## config.mk

```make
export PLATFORM = sky130hd
export DESIGN_NAME = prb_div
export DESIGN_NICKNAME = d
export VERILOG_FILES = /design/src/rtl/assert_macros.svh /design/src/rtl/prb_pkg.sv /design/src/rtl/prb_div.sv
export SDC_FILE = /design/constraint.sdc
export NUM_CORES = 1
export LEC_CHECK = 0
export BUFFER_PORTS_ARGS = -buffer_cell sky130_fd_sc_hd__buf_2
export CORE_ASPECT_RATIO = 0.9
export CORE_UTILIZATION = 53
export CTS_CLUSTER_SIZE = 16
export DETAILED_ROUTE_END_ITERATION = 7
export PLACE_DENSITY_LB_ADDON = 0.2
export SLEW_MARGIN = 20
export SYNTH_ARGS = -nofsm -noshare
export SYNTH_HDL_FRONTEND = slang
export SYNTH_SLANG_ARGS = --single-unit
export TNS_END_PERCENT = 5
```

## constraint.sdc

```tcl
create_clock -name i_clk -period 3.5 [get_ports i_clk]
set_clock_uncertainty 0.1 [all_clocks]
set_input_delay 0.7 -clock i_clk [delete_from_list [all_inputs] [get_ports i_clk]]
set_output_delay 0.7 -clock i_clk [all_outputs]
set_load 0.02 [all_outputs]
```

## src/rtl/assert_macros.svh

```systemverilog
// ---------------------------------------------------------------------------
// Assertion macros shared by the RTL
// ---------------------------------------------------------------------------
`ifndef ASSERT_MACROS_SVH
`define ASSERT_MACROS_SVH
`ifndef SYNTHESIS
// property must hold at every clock edge out of reset
`define ASSERT_PROP(lbl, clk, rst_n, prop) \
    lbl: assert property (@(posedge clk) disable iff (!(rst_n)) (prop)) \
        else $error("assertion failed");
// expression must never be true out of reset
`define ASSERT_NEVER(lbl, clk, rst_n, expr) \
    lbl: assert property (@(posedge clk) disable iff (!(rst_n)) !(expr)) \
        else $error("forbidden condition seen");
`else
`define ASSERT_PROP(lbl, clk, rst_n, prop)
`define ASSERT_NEVER(lbl, clk, rst_n, expr)
`endif
`endif

```

## src/rtl/prb_pkg.sv

```systemverilog
// ---------------------------------------------------------------------------
// prb_pkg
// Types and constants of the precision/recall breakeven block.
// ---------------------------------------------------------------------------
`default_nettype none
package prb_pkg;
    localparam int DEF_MAX_POINTS   = 64;
    localparam int DEF_COUNT_BITS   = 25;
    localparam int DEF_MAX_CHANNELS = 256;
    localparam int Q_BITS           = 17;
    localparam int PC_BITS          = 7;

    localparam logic [Q_BITS-1:0]  ONE_Q16  = 17'h10000;
    localparam logic [PC_BITS-1:0] PC_RESET = 7'd10;

    typedef struct packed {
        logic signed [15:0] score;
        logic [7:0]         label;
        logic               last_of_channel;
        logic               last_of_set;
    } t_in;

    typedef struct packed {
        logic [15:0] breakeven;
        logic [16:0] channel_loss;
        logic [16:0] mean_loss;
        logic        set_done;
    } t_out;

    typedef struct packed {
        logic inc;    // count one pixel in the addressed cell
        logic pos;    // pixel is labelled positive
        logic shift;  // move every cell up by one during the sweep
    } t_cell_ctl;
endpackage
`default_nettype wire

```

## src/rtl/prb_div.sv

```systemverilog
// ---------------------------------------------------------------------------
// prb_div
// Bit-serial restoring divider: (a << SHIFT) / b, one dividend bit a cycle.
// ---------------------------------------------------------------------------
`default_nettype none
module prb_div import prb_pkg::*; #(
    parameter int A_BITS = 32,
    parameter int B_BITS = 32,
    parameter int SHIFT  = 16
) (
    input  wire               i_clk,
    input  wire               i_rst_n,
    input  wire               i_start,
    input  wire [A_BITS-1:0]  i_a,
    input  wire [B_BITS-1:0]  i_b,
    output logic              o_done,
    output logic [Q_BITS-1:0] o_q
);
    localparam int XW = A_BITS + SHIFT;
    localparam int CW = $clog2(XW + 1);

    logic [XW-1:0]     r_x, r_q;
    logic [B_BITS-1:0] r_rem, r_b;
    logic [CW-1:0]     r_cnt;
    logic              r_done;
    logic [B_BITS:0]   w_sh;
    logic              w_ge;

    assign w_sh = {r_rem, r_x[XW-1]};
    assign w_ge = w_sh >= {1'b0, r_b};

    always_ff @(posedge i_clk) begin
        if (!i_rst_n) begin
            r_cnt  <= '0;
            r_done <= 1'b0;
        end else begin
            r_done <= 1'b0;
            if (i_start) begin
                r_x   <= XW'(i_a) << SHIFT;
                r_b   <= i_b;
                r_rem <= '0;
                r_q   <= '0;
                r_cnt <= CW'(XW);
            end else if (r_cnt != '0) begin
                r_x   <= r_x << 1;
                r_rem <= w_ge ? B_BITS'(w_sh - {1'b0, r_b}) : B_BITS'(w_sh);
                r_q   <= {r_q[XW-2:0], w_ge};
                r_cnt <= r_cnt - 1'b1;
                if (r_cnt == CW'(1)) r_done <= 1'b1;
            end
        end
    end

    assign o_done = r_done;
    assign o_q    = r_q[Q_BITS-1:0];
endmodule
`default_nettype wire
```

* After elaboration in Yosys (flattened, before gate mapping)
Index checks and enable logic that the tools add are counted.
Operators by class: $add $sub $neg 2, magnitude comparators 1, equal/unequal tests 1, muxes and demuxes 8, bitwise logic cells 2, reduce and logical (&&, ||, !) cells 6
Operators with widths (number):
- $mux 48 | 2
- $mux 32 | 2
- $ge 33x32->1 | 1
- $sub 32x32->32 | 1
- $mux 17 | 1
- $mux 6 | 2
- $eq 6x1->1 const B | 1
- $reduce_bool 6->1 | 1
- $sub 6x1->6 const B | 1
- $reduce_and 2->1 | 2
- $reduce_or 3->1 | 1
- $not 1->1 | 2
- $reduce_bool 2->1 | 1
- $reduce_or 2->1 | 1
- $mux 1 | 1
Storage, ports and cells: flip-flop bits (word level) 135, input bits 67, output and inout bits 18, logic and storage cells 28

* Longest topological paths before layout
Gate-level depths: netlist of the first run.
depth in word-level cells 3, depth in mapped cells 12, mapped depth without buffers 12

* Worst setup path before layout of the first run
OpenSTA, ideal clock, no wires.
kind input to register, start point in i_start, end point reg r_q[0] (enable), library setup time 0.446 ns, arrival 2.872 ns, data required time 2.954 ns, path slack 0.081 ns, stages on the path 2, path buffers 1, cells stage by stage clkbuf_1 o21a_1
Between the ends: cells in the longest elaborated chain, start to end 2
RTL lines:
- from (decl) | RTL line prb_div.sv:13 | input wire i_start,
- $reduce_bool 2->1 (no source line)
- $reduce_and 2->1 (no source line)
- to (signal assigned) | RTL line prb_div.sv:47 | r_q <= {r_q[XW-2:0], w_ge};
- to (decl) | RTL line prb_div.sv:22 | logic [XW-1:0] r_x, r_q;
Every way passes these cells. A chain may end at the register's enable or synchronous reset.

* Worst setup path in the final report of the first run
start point reg r_x[47], end point reg r_rem[26] (data pin)
Between the ends: cells in the longest elaborated chain, start to end 3, elaborated cells on any way between the ends 4, those cells by class add/sub: 1; order compare: 1; mux: 2
RTL lines:
- from (decl) | RTL line prb_div.sv:22
- from (signal assigned) | RTL line prb_div.sv:39 | r_x <= XW'(i_a) << SHIFT;
- from (signal assigned) | RTL line prb_div.sv:45 | r_x <= r_x << 1;
- $sub 32x32->32 / $ge 33x32->1 (equally long branches) | RTL line prb_div.sv:46, prb_div.sv:30
- $mux 32 (*) | RTL line prb_div.sv:46 | r_rem <= w_ge ? B_BITS'(w_sh - {1'b0, r_b}) : B_BITS'(w_sh);
- $mux 32 (*) | RTL line prb_div.sv:44 | end else if (r_cnt != '0) begin
- to (signal assigned) | RTL line prb_div.sv:46
- to (decl) | RTL line prb_div.sv:23 | logic [B_BITS-1:0] r_rem, r_b;
Mark *: on every way between the ends. The rest lies on a longest branch, timed or not. The select of a mux whose other input is x is not followed.

==> results of run 1 <==
==> metal layers <==
layer / track usage [%] / vias up / wire (um)
li1: - / 2249 / -
met1: 28.4 / 2124 / 5980
met2: 34.6 / 107 / 5970
met3: 4.89 / 19 / 566
met4: 9.67 / 0 / 234
met5: 0 / - / 0
==> cells in the mapped netlist (8+ instances only) <==
| master | number |
|---|---|
| mux2i_1 | 9 |
| nor2b_1 | 18 |
| a21o_1 | 10 |
| nand4_1 | 8 |
| mux2_2 | 32 |
| nand2_1 | 46 |
| a21oi_1 | 46 |
| edfxtp_1 | 113 |
| nand2b_1 | 8 |
| clkbuf_1 | 11 |
| xnor2_1 | 22 |
| ha_1 | 34 |
| nor2_1 | 38 |
| inv_1 | 43 |
| o21ai_0 | 29 |
| nand3_1 | 12 |
==> cells by family (layout without fill, tap and decap cells) <==
logic type / Yosys count / after routing / synth area share (%)
xor gates and xnor gates: 29 / 29 / 3.90
muxes: 41 / 41 / 6.92
adders and majority gates: 35 / 35 / 6.84
buffers and inverters: 64 / 170 / 4.25
DFF: 120 / 120 / 54.3
AOI/OAI and AO/OA: 126 / 126 / 12.2
and+or+nand+nor: 151 / 151 / 11.7
==> layout make-up <==
cell class / count / area, um^2 / area share (%)
inverters: 43 / 161 / 2.08
multi-input cells: 382 / 2710 / 35.0
repair buffers: 95 / 541 / 6.98
clock buffers: 23 / 448 / 5.78
flip-flops and latches: 120 / 3530 / 45.6
well taps: 160 / 200 / 2.58
clock inverters: 9 / 151 / 1.95
==> critical path: stages (launching register included) <==
cell      delay, ps
edfxtp_1        360
inv_1            50
ha_1            210
fa_1            370
nand2b_1        180
a21oi_1         200
nor2b_1         110
o31a_1          310
o21ai_0         260
nand3_1         110
a21bo_2         230
a21o_1          180
a32o_1          240
==> cell usage in the layout (no fill, tap or decap), types with 2 or more instances in the layout <==
master	instances
xnor2_1	22
a21oi_1	46
or3_1	2
dfxtp_1	7
xor2_1	7
nand3b_1	2
ha_1	34
nand2_1	46
nor2b_1	18
buf_2	84
o21ai_0	29
nor4_1	2
and3_1	2
clkinv_2	3
nor2_1	38
clkbuf_1	6
buf_4	8
clkbuf_16	17
nand3_1	12
inv_1	43
buf_12	3
a21boi_0	3
a21o_1	10
bufinv_16	4
a211oi_1	5
nand4_1	8
mux2i_1	9
o211ai_1	2
nand2b_1	8
o21a_1	2
edfxtp_1	113
a211oi_2	5
nor3_1	5
o21bai_1	6
mux2_2	32
a31oi_1	7
==> metrics by stage <==
stage | power, mW | std cells | hold slack [ps] | cell area [um^2] | setup WS (ps)
final | 5.94 | 832 | 355 | 7740 | 332
after global routing | 6.29 | 832 | 340 | 7740 | 172
after CTS | 5.97 | 832 | 337 | 7740 | 331
after detailed placement | 4.15 | 800 | 391 | 7150 | 371
after global placement | 4.10 | 800 | 368 | 7150 | 403
after floorplan | 3.68 | 566 | 354 | 6510 | 81.5
==> worst max-delay path by stage <==
stage | cells past startpoint | slack [ps] | start | end
finish | 12 | 330 | r_x[47]$_DFFE_PP_ | r_rem[26]$_SDFFCE_PP0P_
global route | 12 | 170 | r_x[47]$_DFFE_PP_ | r_rem[26]$_SDFFCE_PP0P_
CTS | 12 | 330 | r_x[47]$_DFFE_PP_ | r_rem[26]$_SDFFCE_PP0P_
detailed placement | 12 | 370 | r_x[47]$_DFFE_PP_ | r_rem[26]$_SDFFCE_PP0P_
global placement | 12 | 400 | r_x[47]$_DFFE_PP_ | r_rem[26]$_SDFFCE_PP0P_
floorplan | 2 | 80 | i_start | r_q[0]$_SDFFCE_PP0P_
==> flip-flops by register name, indices dropped and copies added (netlist names) <==
signal	flops
r_x	32
r_b	32
r_cnt	6
r_q	17
r_rem	32
o_done	1
==> power by group through the flow <==
stage / logic (mW) / registers (mW) / clock network, mW
detailed placement: 2.08 / 2.07 / 0
CTS: 2.11 / 2.04 / 1.82
global route: 2.35 / 2.07 / 1.87
floorplan: 1.60 / 2.08 / 0
finish: 2.11 / 2.04 / 1.79
global placement: 2.05 / 2.06 / 0
==> impl_metrics.tcl, run 1 <==
set metrics [dict create \
    antenna_found_initial 0 \
    clock_path_buffers 2 \
    drc 0 \
    worst_pin_slew_ps 530 \
    rrSetupSlack_ps 330 \
    hold_depth 1 \
    synth_top_cell_area_share_pct 52.1 \
    worstSkewPairLatency_ps 420 \
    p_int_mw 3.99 \
    viasPerCell 5.41 \
    place_hpwl_um 8790 \
    vdd_drop_max_mv 0.512 \
    layout-drive-gt1-share_pct 24.6 \
    fin_util_pct 64.4 \
    max_freq_mhz 316 \
    drt_iter0_markers 311 \
    synth_edf_count 113 \
    die_area_um2 12700 \
    swShare_pct 32.8 \
    setup_viol 0 \
    cap_violations 0 \
    vias 4499 \
    slew_violations 0 \
    cts.sinks 120 \
    seqPwrFrac_pct 34.4 \
    cts.repair_timing.setup_buffer_count 0 \
    die-height_um 107 \
    synth_top_area_cell "edfxtp_1" \
    synth.area.top_cells "edfxtp_1 (52%), ha_1 (6.5%), mux2_2 (5.5%)" \
    hold_end "r_b[24]$_DFFE_PP_" \
    die_w_um 119 \
    hold_start "i_b[24]" \
    htree_levels 4 \
    p_clk_share_pct 30.1 \
    yosys_warnings 0 \
    p_per_area_nw_per_um2 767 \
    crit_arrival_ps 3230 \
    leakagePower_nw 3.18 \
    area_delta_synth_final_pct 18.9 \
    nNetsFinal 761 \
    clkTransAtPathRegs_ps 50 \
    endpoint_kind "flop" \
    hp-class "input port to flop" \
    ys_ff_latch 120 \
    gp_congestion 0.869 \
    core_area_um2 12000 \
    synthFlopType "edfxtp_1" \
    fillCellCount 960 \
    cts_tree "built" \
    post_drt_wl_per_cell_um 15.3 \
    rsz0062_at_grt "no" \
    antennaDiodeCount 0 \
    grt_pass1_vias 4455 \
    ant_nets 0 \
    grt_overflow 0 \
    synth-seq-area-share_pct 54.3 \
    status "complete, no violations" \
    hold_buffers 0 \
    cp_max_fo 3 \
    syn_inst 566 \
    floorplan.initialDensity_pct 54.1 \
    r2r_start "r_x[47]$_DFFE_PP_" \
    routed_wirelength_um 12700 \
    cts_resized 0 \
    hold_violations 0 \
    cp.required_ps 3570 \
    io_pins 85 \
    cts-root-buf "clkbuf_16" \
    rows 38 \
    cp-start-kind "flop" \
    synth.avg_cell_area_um2 11.5 \
    synth_area_um2 6510 \
    slew_headroom_pct 64.4 \
    tns_ps 0 \
    drt-pass1-iter-count 5 \
    grt_pass1_wl_um 21300 \
    synth_cell_types 53 \
    grt_start_max_net_pins 85 \
    groute.usage.overall_pct 21.7 \
    reg2reg_to "r_rem[26]$_SDFFCE_PP0P_" \
    combPwrFrac_pct 35.5 \
    port_buffers 84 \
    reg2regPathDepth 12 \
    power_switching_mw 1.95 \
    period_share_pct 90.5 \
    synthesis.nets 668 \
    async_flop_share_pct 0 \
    cts_buffers 17 \
    period_minus_slack_ps 3170 \
    critPathKind "flop to flop" \
]
Power figures use the tool's default switching activity.
==> inputs of run 2 (changes only) <==
CORE_UTILIZATION = 55   (was 53)
clock period = 3.6 ns   (was 3.5 ns; I/O delays follow)
==> run 2 against run 1 <==
First-iteration DRC count is 3.5% higher. Highest routed layer unchanged. Final cell count is 0.48% lower. Design area is 0.68% lower. Sequential share of layout area is 0.31 points higher. Clock-buffer cell count is 4 lower. Fmax hardly changed. Sequential power is 3% lower. Critical path depth stayed put. Utilization is 2.6 points higher. Die area is 3.6% lower. Total power is 4.6% lower. Via count is 0.71% higher.
==> impl_metrics.tcl, run 2 (synthesis results as in run 1) <==
set metrics [dict create \
    status "complete, no violations" \
    post_drt_wl_per_cell_um 15.6 \
    grt_pass1_wl_um 21600 \
    worst_pin_slew_ps 584 \
    dpl_worst_slack_ps 451 \
    final_cell_mix "edfxtp_1 (113), buf_2 (84), nand2_1 (46), a21oi_1 (46), inv_1 (43)" \
    fin_util_pct 67.0 \
    die_w_um 117 \
    path_depth 12 \
    placed_area_um2 7130 \
    io_pins 85 \
    cts_buffers 17 \
    period_share_pct 88.0 \
    grt_overflow 0 \
    area_delta_synth_final_pct 18.1 \
    cp_slowest_cell "fa_1" \
    slew_headroom_pct 61.1 \
    crit_buf_inv 1 \
    place_hpwl_um 8920 \
    worst_slack_ps 432 \
    final_cells 828 \
    reg2regPathDepth 12 \
    cts_tree "built" \
    tns_ps 0 \
    cp.required_ps 3680 \
    vias 4531 \
    routed_wirelength_um 12900 \
    cts_resized 0 \
    cts-root-buf "clkbuf_16" \
    cp_max_fo 3 \
    hp-class "input port to flop" \
    clock_path_buffers 2 \
    die_area_um2 12300 \
    cp-start-kind "flop" \
    setup_viol 0 \
    leakagePower_nw 3.15 \
    grt_start_max_net_pins 43 \
    antennaDiodeCount 0 \
    p_per_area_nw_per_um2 737 \
    worstSkewPairLatency_ps 430 \
    cpLargestDelayFamily "compound AO/OA/AOI/OAI gates" \
    critPathKind "flop to flop" \
    port_buffers 84 \
    gp_congestion 0.901 \
    ant_nets 0 \
    antenna_found_initial 0 \
    slew_violations 0 \
    crit_arrival_ps 3240 \
    viasPerCell 5.47 \
    layout-drive-gt1-share_pct 25.0 \
    grt_pass1_vias 4579 \
    fillCellCount 915 \
    clkTransAtPathRegs_ps 60 \
    fin_hold_ws_ps 363 \
    die-height_um 105 \
    dp_cells 796 \
    design_area_um2 7690 \
    drt_iter0_markers 322 \
    cts.sinks 120 \
    nNetsFinal 761 \
    cap_violations 0 \
    hold_buffers 0 \
    endpoint_kind "flop" \
    rsz0062_at_grt "no" \
    cts.repair_timing.setup_buffer_count 0 \
    p_total_mw 5.67 \
    largest_registers "r_b x32, r_rem x32, r_x x32" \
    cp_cell_sequence "inv_1, ha_1, fa_1, nand2b_1, a21oi_1, nor2b_1, o31a_1, o21ai_0, nand3_1, a21bo_2, a21o_1, a32o_1" \
    drt-pass1-iter-count 4 \
    vdd_drop_max_mv 0.474 \
    hold_depth 1 \
    period_minus_slack_ps 3170 \
    max_stage_delay_ps 390 \
    core_area_um2 11500 \
    floorplan.initialDensity_pct 56.7 \
    max_freq_mhz 316 \
    hold_violations 0 \
    drc 0 \
    layout_commonest_cell "edfxtp_1" \
    htree_levels 4 \
    groute.usage.overall_pct 23.4 \
    rows 37 \
]
==> run 2: power breakdown <==
part / switching (mW) / total (mW) / internal [mW] / leakage (nW)
clock: 0.614 / 1.62 / 1.01 / 0.266
sequential: 0.116 / 1.98 / 1.87 / 1.16
combinational: 1.21 / 2.06 / 0.853 / 1.72
total: 1.94 / 5.67 / 3.73 / 3.15
==> run 2: worst paths after layout <==
check	start	end	slack, ps
hold / removal	i_b[11]	r_b[11]$_DFFE_PP_	360
hold reg to reg	r_cnt[4]$_SDFFE_PN0N_	r_cnt[4]$_SDFFE_PN0N_	400
setup reg to reg	r_x[47]$_DFFE_PP_	r_rem[26]$_SDFFCE_PP0P_	430
setup / recovery	r_x[47]$_DFFE_PP_	r_rem[26]$_SDFFCE_PP0P_	430
==> run 2: layout make-up <==
| type | instances | area [um^2] | area share [%] |
|---|---|---|---|
| clock inverters | 13 | 131 | 1.71 |
| inverters | 43 | 161 | 2.10 |
| multi-input cells | 382 | 2710 | 35.2 |
| flip-flops and latches | 120 | 3530 | 45.9 |
| repair buffers | 95 | 528 | 6.86 |
| well taps | 156 | 195 | 2.54 |
| clock buffers | 19 | 433 | 5.63 |
==> run 2: routing by layer <==
| layer | wire length [um] | up-vias | global-route usage (%) |
|---|---|---|---|
| met5 | 0 | - | 0 |
| met4 | 281 | 0 | 11.3 |
| met3 | 589 | 25 | 6.96 |
| met2 | 6090 | 117 | 36.3 |
| met1 | 5920 | 2147 | 29.8 |
| li1 | - | 2242 | - |
==> inputs of run 3 (changes only) <==
BUFFER_PORTS_ARGS = -buffer_cell sky130_fd_sc_hd__buf_4   (was -buffer_cell sky130_fd_sc_hd__buf_2)
==> run 3 against run 2 <==
Total power rose by 0.53%. First-iteration DRC count rose by 24%. Utilization rose by 1.7 points. Worst hold slack improved by 7.8 ps. Clock-buffer cell count did not move. Global-route usage rose by 0.33 points. Sequential power barely moved. Sequential share of layout area fell by 1.1 points. Routed wire length rose by 2.7%. Design area rose by 2.5%. Non-clock buffer count fell by 2. Largest power group unchanged. Highest routed layer unchanged.
==> impl_metrics.tcl, run 3 (synthesis results as in run 1) <==
set metrics [dict create \
    layout-drive-gt1-share_pct 25.1 \
    crit_end "r_rem[30]$_SDFFCE_PP0P_" \
    cap_violations 0 \
    vdd_drop_max_mv 0.425 \
    antenna_found_initial 0 \
    placed_area_um2 7310 \
    p_clk_share_pct 28.9 \
    post_drt_wl_per_cell_um 16.0 \
    period_minus_slack_ps 3150 \
    hp-class "input port to flop" \
    critPathKind "flop to flop" \
    worst_pin_slew_ps 540 \
    setup_viol 0 \
    crit_buf_inv 1 \
    status "complete, no violations" \
    cpLargestDelayFamily "simple AND/OR/NAND/NOR gates" \
    antennaDiodeCount 0 \
    viasPerCell 5.57 \
    grt_pass1_vias 4656 \
    area_delta_synth_final_pct 21.0 \
    leakagePower_nw 3.21 \
    path_depth 9 \
    hold_violations 0 \
    cts.repair_timing.setup_buffer_count 0 \
    cts.sinks 120 \
    seqPwrFrac_pct 34.9 \
    reg2reg_to "r_rem[30]$_SDFFCE_PP0P_" \
    p_int_mw 3.76 \
    groute.usage.overall_pct 23.7 \
    grt_pass1_wl_um 22100 \
    crit_arrival_ps 3330 \
    max_freq_mhz 318 \
    die_w_um 117 \
    slew_headroom_pct 63.7 \
    floorplan.initialDensity_pct 56.7 \
    power_switching_mw 1.94 \
    combPwrFrac_pct 36.2 \
    endpoint_kind "flop" \
    slew_violations 0 \
    drc 0 \
    core_area_um2 11500 \
    r2r_start "r_rem[11]$_SDFFCE_PP0P_" \
    cts_tree "built" \
    die-height_um 105 \
    cts_buffers 17 \
    routed_wirelength_um 13200 \
    swShare_pct 34.1 \
    grt_overflow 0 \
    max_stage_delay_ps 480 \
    rsz0062_at_grt "no" \
    reg2regPathDepth 9 \
    io_pins 85 \
    grt_start_max_net_pins 34 \
    cp-start-kind "flop" \
    clock_path_buffers 2 \
    design_area_um2 7880 \
    nNetsFinal 759 \
    rrSetupSlack_ps 450 \
    place_hpwl_um 8970 \
    hold_depth 1 \
    cts-root-buf "clkbuf_16" \
    period_share_pct 87.4 \
    cp_cell_sequence "ha_1, nand4_1, or3_1, nor4_2, nor4_4, buf_4, nor3_1, o21ai_0, nand2_1" \
    cp_slowest_cell "nor3_1" \
    cts_resized 0 \
    port_buffers 84 \
    drt_iter0_markers 400 \
    cp-startpoint "r_rem[11]$_SDFFCE_PP0P_" \
    vias 4602 \
    cp_max_fo 17 \
    final_cell_mix "edfxtp_1 (113), buf_4 (92), nand2_1 (46), a21oi_1 (46), inv_1 (43)" \
    p_per_area_nw_per_um2 723 \
    cp.required_ps 3790 \
    gp_congestion 0.878 \
    worstSkewPairLatency_ps 420 \
    hold_buffers 0 \
    clkTransAtPathRegs_ps 60 \
    ant_nets 0 \
    tns_ps 0 \
    htree_levels 4 \
    fillCellCount 879 \
    drt-pass1-iter-count 5 \
    rows 37 \
    die_area_um2 12300 \
    largest_registers "r_b x32, r_rem x32, r_x x32" \
    layout_commonest_cell "edfxtp_1" \
]
[run 3: worst min-delay path by stage]
stage | startpoint | end | slack (ps)
floorplan | r_cnt[4]$_SDFFE_PN0N_ | r_cnt[4]$_SDFFE_PN0N_ | 350
global placement | r_cnt[4]$_SDFFE_PN0N_ | r_cnt[4]$_SDFFE_PN0N_ | 370
detailed placement | r_cnt[4]$_SDFFE_PN0N_ | r_cnt[4]$_SDFFE_PN0N_ | 390
CTS | i_b[11] | r_b[11]$_DFFE_PP_ | 360
global route | i_b[11] | r_b[11]$_DFFE_PP_ | 350
finish | i_b[11] | r_b[11]$_DFFE_PP_ | 370
[run 3: metal layers]
metal	wire length, um	track usage [%]
met1	5910	31.1
met4	160	7.59
met2	6450	38.0
met5	0	0
met3	694	6.67
[run 3: area by class of cell]
cell class	count	area (um^2)	share of cell area (%)
clock buffers	19	443	5.62
clock inverters	13	129	1.63
inverters	43	161	2.05
multi-input cells	382	2710	34.4
flip-flops and latches	120	3530	44.8
well taps	156	195	2.48
repair buffers	93	711	9.02
[run 3: power by group through the flow]
stage	registers [mW]	clock network (mW)	logic (mW)
after CTS	1.99	1.67	2.05
after floorplan	2.02	0	1.55
after detailed placement	2.01	0	2.03
final	1.99	1.65	2.06
after global routing	2.02	1.73	2.30
after global placement	2.00	0	1.98
[run 3: through the flow]
stage          std cells  power [mW]  setup slack, ps  util (%)  hold slack [ps]
2_1_floorplan        566        3.57              161         -              354
3_3_place_gp         794        3.97              535      63.7              368
3_5_place_dp         794        4.04              496      63.7              387
4_1_cts              826        5.71              486      68.7              356
5_1_grt              826        6.06              246      68.7              353
6_report             826        5.70              453      68.7              371
