--- src/rtl/assert_macros.svh ---
// ---------------------------------------------------------------------------
// Assertion macros shared by the RTL
// ---------------------------------------------------------------------------
`ifndef ASSERT_MACROS_SVH
`define ASSERT_MACROS_SVH
`ifndef SYNTHESIS
// property must hold at every clock edge out of reset
`define ASSERT_PROP(lbl, clk, rst_n, prop) \
    lbl: assert property (@(posedge clk) disable iff (!(rst_n)) (prop)) \
        else $error("assertion failed");
// expression must never be true out of reset
`define ASSERT_NEVER(lbl, clk, rst_n, expr) \
    lbl: assert property (@(posedge clk) disable iff (!(rst_n)) !(expr)) \
        else $error("forbidden condition seen");
`else
`define ASSERT_PROP(lbl, clk, rst_n, prop)
`define ASSERT_NEVER(lbl, clk, rst_n, expr)
`endif
`endif

--- src/rtl/prb_pkg.sv ---
// ---------------------------------------------------------------------------
// prb_pkg
// Types and constants of the precision/recall breakeven block.
// ---------------------------------------------------------------------------
`default_nettype none
package prb_pkg;
    localparam int DEF_MAX_POINTS   = 64;
    localparam int DEF_COUNT_BITS   = 25;
    localparam int DEF_MAX_CHANNELS = 256;
    localparam int Q_BITS           = 17;
    localparam int PC_BITS          = 7;

    localparam logic [Q_BITS-1:0]  ONE_Q16  = 17'h10000;
    localparam logic [PC_BITS-1:0] PC_RESET = 7'd10;

    typedef struct packed {
        logic signed [15:0] score;
        logic [7:0]         label;
        logic               last_of_channel;
        logic               last_of_set;
    } t_in;

    typedef struct packed {
        logic [15:0] breakeven;
        logic [16:0] channel_loss;
        logic [16:0] mean_loss;
        logic        set_done;
    } t_out;

    typedef struct packed {
        logic inc;    // count one pixel in the addressed cell
        logic pos;    // pixel is labelled positive
        logic shift;  // move every cell up by one during the sweep
    } t_cell_ctl;
endpackage
`default_nettype wire

--- src/rtl/prb_cell.sv ---
// ---------------------------------------------------------------------------
// prb_cell
// One threshold bin: positive and negative counters, shifted up on sweep.
// ---------------------------------------------------------------------------
`default_nettype none
module prb_cell import prb_pkg::*; #(
    parameter int P_INDEX    = 0,
    parameter int IDX_BITS   = 7,
    parameter int COUNT_BITS = DEF_COUNT_BITS
) (
    input  wire                    i_clk,
    input  wire                    i_rst_n,
    input  t_cell_ctl              i_ctl,
    input  wire [IDX_BITS-1:0]     i_idx,
    input  wire [COUNT_BITS-1:0]   i_pos,
    input  wire [COUNT_BITS-1:0]   i_neg,
    output logic [COUNT_BITS-1:0]  o_pos,
    output logic [COUNT_BITS-1:0]  o_neg
);
    logic [COUNT_BITS-1:0] r_pos, r_neg;
    logic                  w_hit;

    assign w_hit = i_ctl.inc && (i_idx == IDX_BITS'(P_INDEX));

    always_ff @(posedge i_clk) begin
        if (!i_rst_n) begin
            r_pos <= '0;
            r_neg <= '0;
        end else if (i_ctl.shift) begin
            r_pos <= i_pos;
            r_neg <= i_neg;
        end else if (w_hit) begin
            if (i_ctl.pos) begin
                if (r_pos != '1) r_pos <= r_pos + 1'b1;
            end else begin
                if (r_neg != '1) r_neg <= r_neg + 1'b1;
            end
        end
    end

    assign o_pos = r_pos;
    assign o_neg = r_neg;
endmodule
`default_nettype wire

--- config.mk ---
export PLATFORM = sky130hd
export DESIGN_NAME = prb_cell
export DESIGN_NICKNAME = d
export VERILOG_FILES = /design/src/rtl/assert_macros.svh /design/src/rtl/prb_pkg.sv /design/src/rtl/prb_cell.sv
export SDC_FILE = /design/constraint.sdc
export NUM_CORES = 1
export LEC_CHECK = 0
export ABC_AREA = 1
export BUFFER_PORTS_ARGS = -buffer_cell sky130_fd_sc_hd__buf_2
export CAP_MARGIN = 25
export CORE_MARGIN = 2
export CORE_UTILIZATION = 56
export DETAILED_ROUTE_END_ITERATION = 8
export PLACE_DENSITY_LB_ADDON = 0.05
export SYNTH_ARGS = -nofsm -noshare
export SYNTH_HDL_FRONTEND = slang
export SYNTH_SLANG_ARGS = --single-unit
--- constraint.sdc ---
create_clock -name i_clk -period 3.8 [get_ports i_clk]
set_input_delay 0.38 -clock i_clk [delete_from_list [all_inputs] [get_ports i_clk]]
set_output_delay 0.38 -clock i_clk [all_outputs]
set_load 0.02 [all_outputs]
Word-level counts from Yosys, hierarchy flattened
Index checks and enable logic that the tools add are counted.
{"block": "word_totals", "regBits": 50, "in_bits": 62, "output_inout_bits": 50, "wordCells": 23}
{"block": "op_classes", "addsub": 2, "n_eq_ne": 3, "muxes": 8, "n_reduce_logical": 8}
{"operator": "$mux W25", "n": 8}
{"operator": "$add A25 B1 Y25 const B", "n": 2}
{"operator": "$ne A25 B25 Y1 const B", "n": 2}
{"operator": "$reduce_bool A2 Y1", "n": 4}
{"operator": "$logic_not A7 Y1", "n": 1}
{"operator": "$reduce_and A3 Y1", "n": 2}
{"operator": "$ne A2 B2 Y1 const B", "n": 1}
{"operator": "$logic_and A1 B1 Y1", "n": 1}

Depth between registers and ports, before layout
Gate-level depths: netlist of the first run.
{"block": "depth", "depth_word": 5, "depth_mapped": 12, "depth_no_buf": 11}

Worst setup path after synthesis of the first run
No wires, ideal clock.
{"block": "synth_timing", "kind": "reg-to-reg", "from": "register r_pos[1], in the netlist o_pos[1]", "to": "register r_pos[20], in the netlist o_pos[20]", "setup_time_ns": 0.115, "arrival_ns": 1.751, "t_required_ns": 3.685, "slack_ns": 1.934, "path_stages_with_launch": 12, "n_path_buf": 1, "period_less_slack_ns": 1.866, "cell_sequence": "dfxtp_1 ha_1 nand2_1 nor2_1 nand2_1 nor2_4 nand3_2 nand2_2 nand2_4 buf_2 o21ai_1 nor2_1"}
{"block": "synth_between", "elab_chain_cells": 5, "word_cells_on_any_way": 8, "classes_between": "add/sub (1); eq/ne (1); mux (4); reduce/logical (2)"}
{"element": "start: declaration", "line_no": "prb_cell.sv:20", "source": "logic [COUNT_BITS-1:0] r_pos, r_neg;"}
{"element": "start signal: assignment", "line_no": "prb_cell.sv:30", "source": "r_pos <= i_pos;"}
{"element": "start signal: assignment", "line_no": "prb_cell.sv:34", "source": "if (r_pos != '1) r_pos <= r_pos + 1'b1;"}
{"element": "$add A25 B1 Y25", "line_no": "prb_cell.sv:34"}
{"element": "$mux W25", "line_no": "prb_cell.sv:34"}
{"element": "$mux W25", "line_no": "prb_cell.sv:33", "source": "if (i_ctl.pos) begin"}
{"element": "$mux W25", "line_no": "prb_cell.sv:32", "source": "end else if (w_hit) begin"}
{"element": "$mux W25", "line_no": "prb_cell.sv:29", "source": "end else if (i_ctl.shift) begin"}
Parallel ways exist; a longest one is shown, timed or not. The select of a mux whose other input is x is not followed.
A chain may end at the register's enable or synchronous reset.

Final worst setup path of the first run
{"block": "layout_timing", "from": "register r_neg[1], in the netlist o_neg[1]", "to": "register r_neg[4], in the netlist o_neg[4]"}
{"block": "layout_between", "elab_chain_cells": 5, "word_cells_on_any_way": 8, "classes_between": "add/sub (1); eq/ne (1); mux (4); reduce/logical (2)"}
{"element": "start: declaration", "line_no": "prb_cell.sv:20"}
{"element": "start signal: assignment", "line_no": "prb_cell.sv:31", "source": "r_neg <= i_neg;"}
{"element": "start signal: assignment", "line_no": "prb_cell.sv:36", "source": "if (r_neg != '1) r_neg <= r_neg + 1'b1;"}
{"element": "$add A25 B1 Y25", "line_no": "prb_cell.sv:36"}
{"element": "$mux W25", "line_no": "prb_cell.sv:36"}
{"element": "$mux W25", "line_no": "prb_cell.sv:33"}
{"element": "$mux W25", "line_no": "prb_cell.sv:32"}
{"element": "$mux W25", "line_no": "prb_cell.sv:29"}
Parallel ways exist; a longest one is shown, timed or not. The select of a mux whose other input is x is not followed.

==> impl_metrics.yaml, run 1 <==
timing:
  final-hold-violation-count: 0
  skew_ns: 0.00728
  worst_slack_ns: 1.44
  drv_slew: 0
  layout_min_cycle_time_ns: 2.36
  fin_setup_tns_ns: 0
  period_share: 0.621
  rsz0062_at_grt: "false"
  relSlewSlack: 0.410
  tightest_slew_ns: 0.883
  fmax_mhz: 424
  finalSetupViolCount: 0
finish:
  drive_gt1_frac: 0.204
  area_growth_pct: 18.8
  n_antenna_cell: 0
  fill_cells: 570
  fin_nets: 774
  final_cells: 786
die:
  die_y_microns: 83.5
  num_io_pins: 112
  rows: 28
  start_util: 0.588
  die-area_sq_um: 6980
  die_x_microns: 83.5
  core_area_sq_um: 6030
global_route:
  track_usage: 0.295
  grt_pass1_vias: 3956
  grt_pass1_wl_microns: 17500
  overflow: 0
  antenna_found_initial: 0
  grt_max_degree: 57
yosys:
  ys_seq_area_frac: 0.282
  syn-num-nets: 674
  synth-async-reset-ratio: 0
  synthCells: 610
  synth_edf_count: 0
  synth_cell_type_count: 32
  avgSynthCellArea_sq_um: 5.81
  ys.flop_type: "dfxtp_1"
  ys_ff_latch: 50
  yosysWarnings: 0
  synth_area_sq_um: 3540
place:
  place_inst: 778
  gp_congestion: 0.906
  pre_cts_ws_ns: 1.53
  hpwlAfterDp_microns: 7510
  port_buffers: 111
routing:
  first_pass_iters: 5
  ant_nets: 0
  post_drt_wl_per_cell_microns: 13.0
  vias: 4202
  remaining_drc_errors: 0
  vias_per_cell: 5.35
  drtIter0Drc: 403
  drt_wl_total_microns: 10200
critical_path:
  critical_path.top_delay_family: "simple AND/OR/NAND/NOR gates"
  crit_required_ns: 4.05
  critical-path-slowest-cell: "dfxtp_1"
  crit_top_cell: "nand2_1"
  cp.arrival_ns: 2.61
  crit_buf_inv: 1
  worstPathCellList: "ha_1 -> nand2_1 -> nor2_1 -> nand2_1 -> nor2_2 -> nand3_1 -> nand2_2 -> nand2_2 -> clkinv_2 -> nand2_1 -> a21oi_1"
  cp_max_fo: 22
  critPathKind: "reg2reg"
  cpPeakStageDelay_ns: 0.39
  worst_setup_path_start_kind: "flip-flop"
  worstSetupEndpointType: "flip-flop"
cts:
  clkTransAtPathRegs_ns: 0.10
  cts.hold.buffers_added: 0
  numCtsBuffers: 5
  cts_setup_buffers: 0
  insertion_delay_ns: 0.31
  clkSinkCount: 50
  cts_htree_levels: 2
  cts-resized-gates: 0
  cts_tree: "done"
  root_buffer: "clkbuf_8"
  clockBufferDepth: 2
min_path:
  hold_path_class: "in2reg"
pwr:
  power_density_nw_per_um2: 278
  peakVddDrop_mv: 0.171
  leakage_nw: 1.97
flow_run:
  cap_violations: 0
status:
  status: "completed"
-- layout by cell type, fill, tap and decap left out, drive strengths merged --
| cell type | n |
|---|---|
| nand2 | 231 |
| buf | 114 |
| nor2 | 95 |
| nand3 | 53 |
| dfxtp | 50 |
| inv | 43 |
| a21oi | 36 |
| o21ai | 24 |
| xor2 | 13 |
| nor3 | 10 |
| nand4 | 7 |
| clkbuf | 7 |
| o21bai | 6 |
| nand3b | 4 |
| clkinv | 4 |
| xnor2 | 3 |
| or2 | 3 |
| and2 | 2 |
| mux2i | 2 |
| ha | 2 |
| nor3b | 1 |
| o21a | 1 |
-- through the flow --
stage | total power (W) | cell area [sq um] | utilization | hold WS [ns]
6_report | 0.00117 | 4210 | 0.699 | 0.368
5_1_grt | 0.00122 | 4210 | 0.699 | 0.380
4_1_cts | 0.00117 | 4210 | 0.699 | 0.365
3_5_place_dp | 0.000839 | 4120 | 0.683 | 0.510
3_3_place_gp | 0.000832 | 4120 | 0.683 | 0.497
2_1_floorplan | 0.000750 | 3540 | - | 0.571
-- final cells by class --
type                            instances  area [sq um]  share of cell area
Tap cell                               75          93.8              0.0223
Timing Repair Buffer                  114           578               0.137
Clock buffer                            7          86.3              0.0205
Clock inverter                          1          5.00             0.00119
Sequential cell                        50          1000               0.238
Inverter                               46           179              0.0425
Multi-Input combinational cell        493          2270               0.538
-- state kept, by name, summed over array words and instances, names as in the netlist --
name,count
o_neg,25
o_pos,25
-- worst min-delay path, cell delays in order --
cell and delay [ns]:
buf_2 0.08, nand2_1 0.04, nand2_1 0.05, nor2_1 0.03, nor2_1 0.06
-- cells in the mapped netlist (2+ instances only) --
library cell,instances,share of area
o21ai_1,2,0.0028
nor2_2,2,0.0035
ha_1,2,0.0071
nor2_1,91,0.096
mux2i_1,2,0.0056
nand4_1,7,0.012
o21bai_1,6,0.013
buf_6,2,0.0064
inv_1,44,0.047
xor2_1,13,0.032
o21ai_0,22,0.031
buf_2,3,0.0042
or2_2,3,0.0053
dfxtp_1,50,0.28
a21oi_1,27,0.038
nand2_1,226,0.24
nor3_1,10,0.014
a21oi_2,9,0.022
nand3_1,52,0.073
nand3b_1,4,0.0085
nand2_2,4,0.0071
buf_1,4,0.0042
nor2_4,2,0.0064
clkbuf_1,12,0.013
and2_1,2,0.0035
xnor2_1,3,0.0074
-- cell families after synthesis --
group,after synthesis,share of synthesized area
XOR/XNOR,16,0.0395
buffers and inverters,67,0.0780
AND/OR/NAND/NOR,406,0.478
adder cells (fa/ha/maj),2,0.00706
AO/OA/AOI/OAI,67,0.109
flip-flops,50,0.282
multiplexers,2,0.00565
-- path summary, 6_finish.rpt --
check | from | to | slack (ns) | cells past startpoint
setup reg to reg | o_neg[1] | o_neg[4] | 1.44 | 11
hold / removal | i_neg[19] | o_neg[19] | 0.37 | 5
setup / recovery | o_neg[1] | o_neg[4] | 1.44 | 11
hold reg to reg | o_neg[3] | o_neg[3] | 0.53 | 2
-- power breakdown --
part / switching, W / internal (W)
logic: 0.000145 / 0.0000904
clock network: 0.000191 / 0.000148
registers: 0.0000416 / 0.000552
-- metal layers --
layer	routed length, microns	vias to the layer above	GRT usage
met5	0	-	0
met4	152	0	0.0748
met3	856	16	0.0475
met2	4460	202	0.479
met1	4770	1853	0.410
li1	-	2131	-
Note: power is estimated with default switching activity, not from simulation.
==> run 2, diff against run 1 <==
--- a/config.mk
+++ b/config.mk
@@ -5,11 +5,11 @@
 export SDC_FILE = /design/constraint.sdc
 export NUM_CORES = 1
 export LEC_CHECK = 0
-export ABC_AREA = 1
+export ABC_AREA = 0
 export BUFFER_PORTS_ARGS = -buffer_cell sky130_fd_sc_hd__buf_2
 export CAP_MARGIN = 25
 export CORE_MARGIN = 2
-export CORE_UTILIZATION = 56
+export CORE_UTILIZATION = 45
 export DETAILED_ROUTE_END_ITERATION = 8
 export PLACE_DENSITY_LB_ADDON = 0.05
 export SYNTH_ARGS = -nofsm -noshare
==> constraint.sdc (replaced) <==
create_clock -name i_clk -period 2 [get_ports i_clk]
set_input_delay 0.2 -clock i_clk [delete_from_list [all_inputs] [get_ports i_clk]]
set_output_delay 0.2 -clock i_clk [all_outputs]
set_load 0.02 [all_outputs]
==> impl_metrics.yaml, run 2 <==
status:
  status: "completed"
global_route:
  grt_pass1_vias: 3133
  grt_pass1_wl_microns: 14600
  antenna_found_initial: 0
  track_usage: 0.239
  overflow: 0
  grt_max_degree: 53
die:
  die_y_microns: 85.6
  die-area_sq_um: 7320
  core_area_sq_um: 6390
  start_util: 0.469
  num_io_pins: 112
  die_x_microns: 85.6
  rows: 29
yosys:
  synth_top_family_by_area: "simple AND/OR/NAND/NOR gates"
  yosysWarnings: 0
  synth-async-reset-ratio: 0
  ys_ff_latch: 50
  synth_cell_type_count: 49
  ys_top_cells_by_count: "55 x o21ai_0, 50 x dfxtp_1, 20 x a31oi_1"
  synth_edf_count: 0
  ys_seq_area_frac: 0.334
  synth_fa_ha_area_frac: 0.00835
  synth_area_leaders: "dfxtp_1 33%, o21ai_0 9.2%, a31oi_1 4.2%"
  synth_area_sq_um: 3000
  yosysTopAreaCell: "dfxtp_1"
  ys.flop_type: "dfxtp_1"
  synth_xor_area_frac: 0.0439
  avgSynthCellArea_sq_um: 8.27
  synth_simple_gate_area_share: 0.297
  synth_mux_area_frac: 0.00668
  synthCells: 362
  syn-num-nets: 426
  synth_compound_area_frac: 0.269
  post-synth-top-count-cell: "o21ai_0"
  synth_top_area_share: 0.334
cts:
  cts_tree: "done"
  clkSinkCount: 50
  clockBufferDepth: 2
  numCtsBuffers: 5
  root_buffer: "clkbuf_8"
  cts_htree_levels: 2
  insertion_delay_ns: 0.30
  clkTransAtPathRegs_ns: 0.09
  cts.hold.buffers_added: 0
place:
  postPlaceCellArea_sq_um: 3930
  gp_congestion: 0.852
  hpwlAfterDp_microns: 6410
  port_buffers: 111
  place_inst: 575
timing:
  period_share: 0.944
  tightest_slew_ns: 0.527
  layout_min_cycle_time_ns: 1.89
  finalSetupViolCount: 0
  drv_slew: 0
  relSlewSlack: 0.640
  fmax_mhz: 530
  final-hold-violation-count: 0
  skew_ns: 0.00713
routing:
  first_pass_iters: 4
  drtIter0Drc: 111
  drt_wl_total_microns: 8690
  remaining_drc_errors: 0
  post_drt_wl_per_cell_microns: 14.9
  vias: 3376
  ant_nets: 0
  vias_per_cell: 5.77
critical_path:
  worstSetupEndpointType: "flip-flop"
  crit_required_ns: 2.23
  crit_buf_inv: 0
  cp_max_fo: 8
  critical_path.top_delay_family: "simple AND/OR/NAND/NOR gates"
  cpPeakStageDelay_ns: 0.50
  critical-path-slowest-cell: "or4_1"
  worstPathCellList: "nand4_1 -> and4bb_2 -> nand3_2 -> or4_1 -> a31oi_1"
  worst_setup_path_start_kind: "flip-flop"
  cp.arrival_ns: 2.12
  critPathKind: "reg2reg"
finish:
  final_area_sq_um: 4100
  area_growth_pct: 37.0
  final_cell_mix: "111 x buf_2, 55 x o21ai_0, 49 x dfxtp_1, 49 x buf_4, 20 x a31oi_1"
  layout_commonest_cell: "buf_2"
  final_cells: 585
  drive_gt1_frac: 0.378
  fin_nets: 573
  multi_input_area_sq_um: 1920
  fill_cells: 598
  n_antenna_cell: 0
  regArea_sq_um: 1000
pwr:
  power_density_nw_per_um2: 545
  peakVddDrop_mv: 0.400
  leakage_nw: 1.66
flow_run:
  cap_violations: 0
min_path:
  hold_path_class: "in2reg"
run 2: cell types whose count changed in the layout (fill, tap and decap cells not counted), sizes merged, moves of 31 or more:
cell,delta
buf,+49
nor2,-87
nand3,-33
o21ai,+31
nand2,-214
inv,-37
run 2: metal layers:
layer / up-vias / GRT usage / wire (microns)
met5: - / 0 / 0
met4: 0 / 0.0447 / 65
met3: 6 / 0.0366 / 394
met2: 70 / 0.416 / 4310
met1: 1585 / 0.316 / 3920
li1: 1715 / - / -
run 2: timing repair:
item	CTS	global route
buffers inserted	0	4
resized for setup	0	12
setup endpoints to repair	0	27
run 2: kinds of logic (layout without fill, tap and decap cells):
| kind of cell | after synthesis | in the layout |
|---|---|---|
| AOI/OAI and AO/OA | 128 | 128 |
| xor gates and xnor gates | 15 | 15 |
| adders and majority gates | 2 | 2 |
| buffers and inverters | 29 | 175 |
| DFF | 50 | 50 |
| muxes | 2 | 2 |
| and+or+nand+nor | 136 | 136 |
run 2: cell type report:
cell class / instances / area share
multi-input combinational: 283 / 0.469
sequential: 50 / 0.244
timing repair buffer: 163 / 0.238
tap: 77 / 0.0235
clock buffer: 6 / 0.0201
inverter: 6 / 0.00549
run 2: worst register-to-register path, stage by stage, from the launching register on:
cell      delay [ns]
dfxtp_1         0.40
nand4_1         0.20
and4bb_2        0.40
nand3_2         0.17
or4_1           0.50
a31oi_1         0.16
run 2: per-stage QoR:
step	total power, W	util	hold WS, ns	setup WS [ns]	setup TNS, ns
global placement	0.00164	0.616	0.453	0.0571	0
detailed placement	0.00165	0.616	0.466	0.0304	0
global route	0.00235	0.642	0.165	-0.0258	-0.0393
finish	0.00223	0.642	0.157	0.111	0
floorplan	0.00141	-	0.352	0.00551	0
CTS	0.00225	0.629	0.147	0.0364	0
run 2: worst paths after layout:
path                            cells past startpoint        end  slack, ns       from
worst max register to register                      5  o_pos[23]       0.11   o_pos[4]
worst max-delay path                                5  o_pos[23]       0.11   o_pos[4]
worst min-delay path                                3  o_neg[24]       0.16  i_neg[24]
worst min register to register                      2  o_pos[24]       0.51  o_pos[23]
run 2: where the power goes:
| group | internal (W) | switching [W] |
|---|---|---|
| sequential | 0.00107 | 0.0000666 |
| clock | 0.000268 | 0.000339 |
| combinational | 0.000217 | 0.000278 |
| total | 0.00155 | 0.000684 |
==> run 3, diff against run 2 <==
--- a/config.mk
+++ b/config.mk
@@ -7,9 +7,8 @@
 export LEC_CHECK = 0
 export ABC_AREA = 0
 export BUFFER_PORTS_ARGS = -buffer_cell sky130_fd_sc_hd__buf_2
-export CAP_MARGIN = 25
 export CORE_MARGIN = 2
-export CORE_UTILIZATION = 45
+export CORE_UTILIZATION = 53
 export DETAILED_ROUTE_END_ITERATION = 8
 export PLACE_DENSITY_LB_ADDON = 0.05
 export SYNTH_ARGS = -nofsm -noshare
==> constraint.sdc (replaced) <==
create_clock -name i_clk -period 2.45 [get_ports i_clk]
set_input_delay 0.245 -clock i_clk [delete_from_list [all_inputs] [get_ports i_clk]]
set_output_delay 0.245 -clock i_clk [all_outputs]
set_load 0.02 [all_outputs]
==> impl_metrics.yaml, run 3 (same netlist as run 2, synthesis figures left out) <==
timing:
  final-hold-violation-count: 0
  layout_min_cycle_time_ns: 2.18
  tightest_slew_ns: 0.763
  skew_ns: 0.00998
  relSlewSlack: 0.492
  fin_setup_tns_ns: 0
  period_share: 0.890
  finalSetupViolCount: 0
  rsz0062_at_grt: "false"
  drv_slew: 0
  fmax_mhz: 459
finish:
  regArea_sq_um: 1000
  drive_gt1_frac: 0.302
  multi_input_area_sq_um: 1870
  area_growth_pct: 24.5
  n_antenna_cell: 0
  fill_cells: 481
  fin_nets: 530
  layout_commonest_cell: "buf_2"
  post-route-util: 0.682
  final_cell_mix: "111 x buf_2, 55 x o21ai_0, 50 x dfxtp_1, 20 x a31oi_1, 19 x nand3_1"
min_path:
  hp-start: "i_neg[24]"
  worst_hold_path.endpoint: "o_neg[24]"
  hold_path_depth: 3
  hold_path_class: "in2reg"
pwr:
  intPower_w: 0.00131
  leakage_nw: 1.44
  swShare: 0.299
  peakVddDrop_mv: 0.298
  p_comb_frac: 0.180
  p_sw_w: 0.000560
  clkPwrFrac: 0.314
  power_density_nw_per_um2: 502
  p_seq_frac: 0.506
critical_path:
  worstSetupEndpointType: "flip-flop"
  worst_setup_path_start_kind: "flip-flop"
  critical-path-slowest-cell: "dfxtp_1"
  r2r_cells: 7
  reg2reg_from: "o_pos[0]"
  critPathKind: "reg2reg"
  cp_max_fo: 22
  worstPathCellList: "ha_1 -> nand3_1 -> or2_1 -> o31ai_2 -> buf_4 -> o21ai_0 -> a31oi_1"
  crit_required_ns: 2.68
  crit_buf_inv: 1
  critical_path.top_delay_family: "compound AO/OA/AOI/OAI gates"
  cp.arrival_ns: 2.41
  reg2reg_slack_ns: 0.27
  cpPeakStageDelay_ns: 0.40
  r2r-end: "o_pos[6]"
place:
  gp_congestion: 0.889
  hpwlAfterDp_microns: 5890
  port_buffers: 111
status:
  status: "completed"
flow_run:
  cap_violations: 0
routing:
  vias: 3287
  post_drt_wl_per_cell_microns: 15.2
  ant_nets: 0
  drt_wl_total_microns: 8200
  vias_per_cell: 6.10
  drtIter0Drc: 193
  first_pass_iters: 4
  remaining_drc_errors: 0
global_route:
  grt_max_degree: 58
  antenna_found_initial: 0
  track_usage: 0.264
  overflow: 0
  grt_pass1_wl_microns: 13600
  grt_pass1_vias: 2957
cts:
  clkSinkCount: 50
  clockBufferDepth: 2
  root_buffer: "clkbuf_8"
  cts_tree: "done"
  cts-resized-gates: 0
  cts_setup_buffers: 0
  cts.hold.buffers_added: 0
  numCtsBuffers: 5
  clkTransAtPathRegs_ns: 0.10
  cts_htree_levels: 2
  insertion_delay_ns: 0.31
die:
  core_area_sq_um: 5470
  die_y_microns: 79.2
  num_io_pins: 112
  die-area_sq_um: 6270
  start_util: 0.547
  rows: 27
  die_x_microns: 79.2
## run 3: worst max path at each step
stage	startpoint	end	slack [ns]	cells after the start
2_1_floorplan	o_neg[0]	o_neg[7]	0.38	7
3_3_place_gp	i_idx[5]	o_neg[21]	0.37	6
3_5_place_dp	i_idx[5]	o_neg[21]	0.31	6
4_1_cts	o_pos[0]	o_pos[6]	0.28	7
5_1_grt	o_neg[0]	o_neg[5]	0.10	7
6_report	o_pos[0]	o_pos[6]	0.27	7
## run 3: area by class of cell
cell class | instances | area share
clock buffers | 5 | 0.0185
flip-flops and latches | 50 | 0.268
inverters | 6 | 0.00604
repair buffers | 120 | 0.170
clock inverters | 3 | 0.0107
well taps | 72 | 0.0242
multi-input cells | 283 | 0.502
## run 3: power groups by stage
stage / clock network [W] / logic, W / registers [W]
2_1_floorplan: 0 / 0.000129 / 0.00102
3_3_place_gp: 0 / 0.000330 / 0.000961
3_5_place_dp: 0 / 0.000336 / 0.000964
4_1_cts: 0.000595 / 0.000337 / 0.000945
5_1_grt: 0.000634 / 0.000370 / 0.000958
6_report: 0.000587 / 0.000336 / 0.000947
## run 3: tightest hold or removal path, delay by kind of cell
kind | cells | cell delay [ns]
simple gates | 1 | 0.07
compound gates | 1 | 0.06
buf+inv | 1 | 0.08
## run 3: through the flow
step | cell area (sq um) | total power, W | cells | setup slack, ns | hold WS, ns
2_1_floorplan | 3000 | 0.00115 | 362 | 0.380 | 0.397
3_5_place_dp | 3620 | 0.00130 | 531 | 0.312 | 0.503
4_1_cts | 3730 | 0.00188 | 539 | 0.281 | 0.178
6_report | 3730 | 0.00187 | 539 | 0.270 | 0.182
5_1_grt | 3730 | 0.00196 | 539 | 0.102 | 0.175
3_3_place_gp | 3620 | 0.00129 | 531 | 0.366 | 0.489
## run 3: routing by layer
| layer | GRT usage | wire length (microns) | vias up |
|---|---|---|---|
| met5 | 0 | 0 | - |
| met4 | 0.0655 | 88 | 0 |
| met3 | 0.0364 | 426 | 10 |
| met2 | 0.454 | 3970 | 97 |
| met1 | 0.348 | 3720 | 1548 |
| li1 | - | - | 1632 |
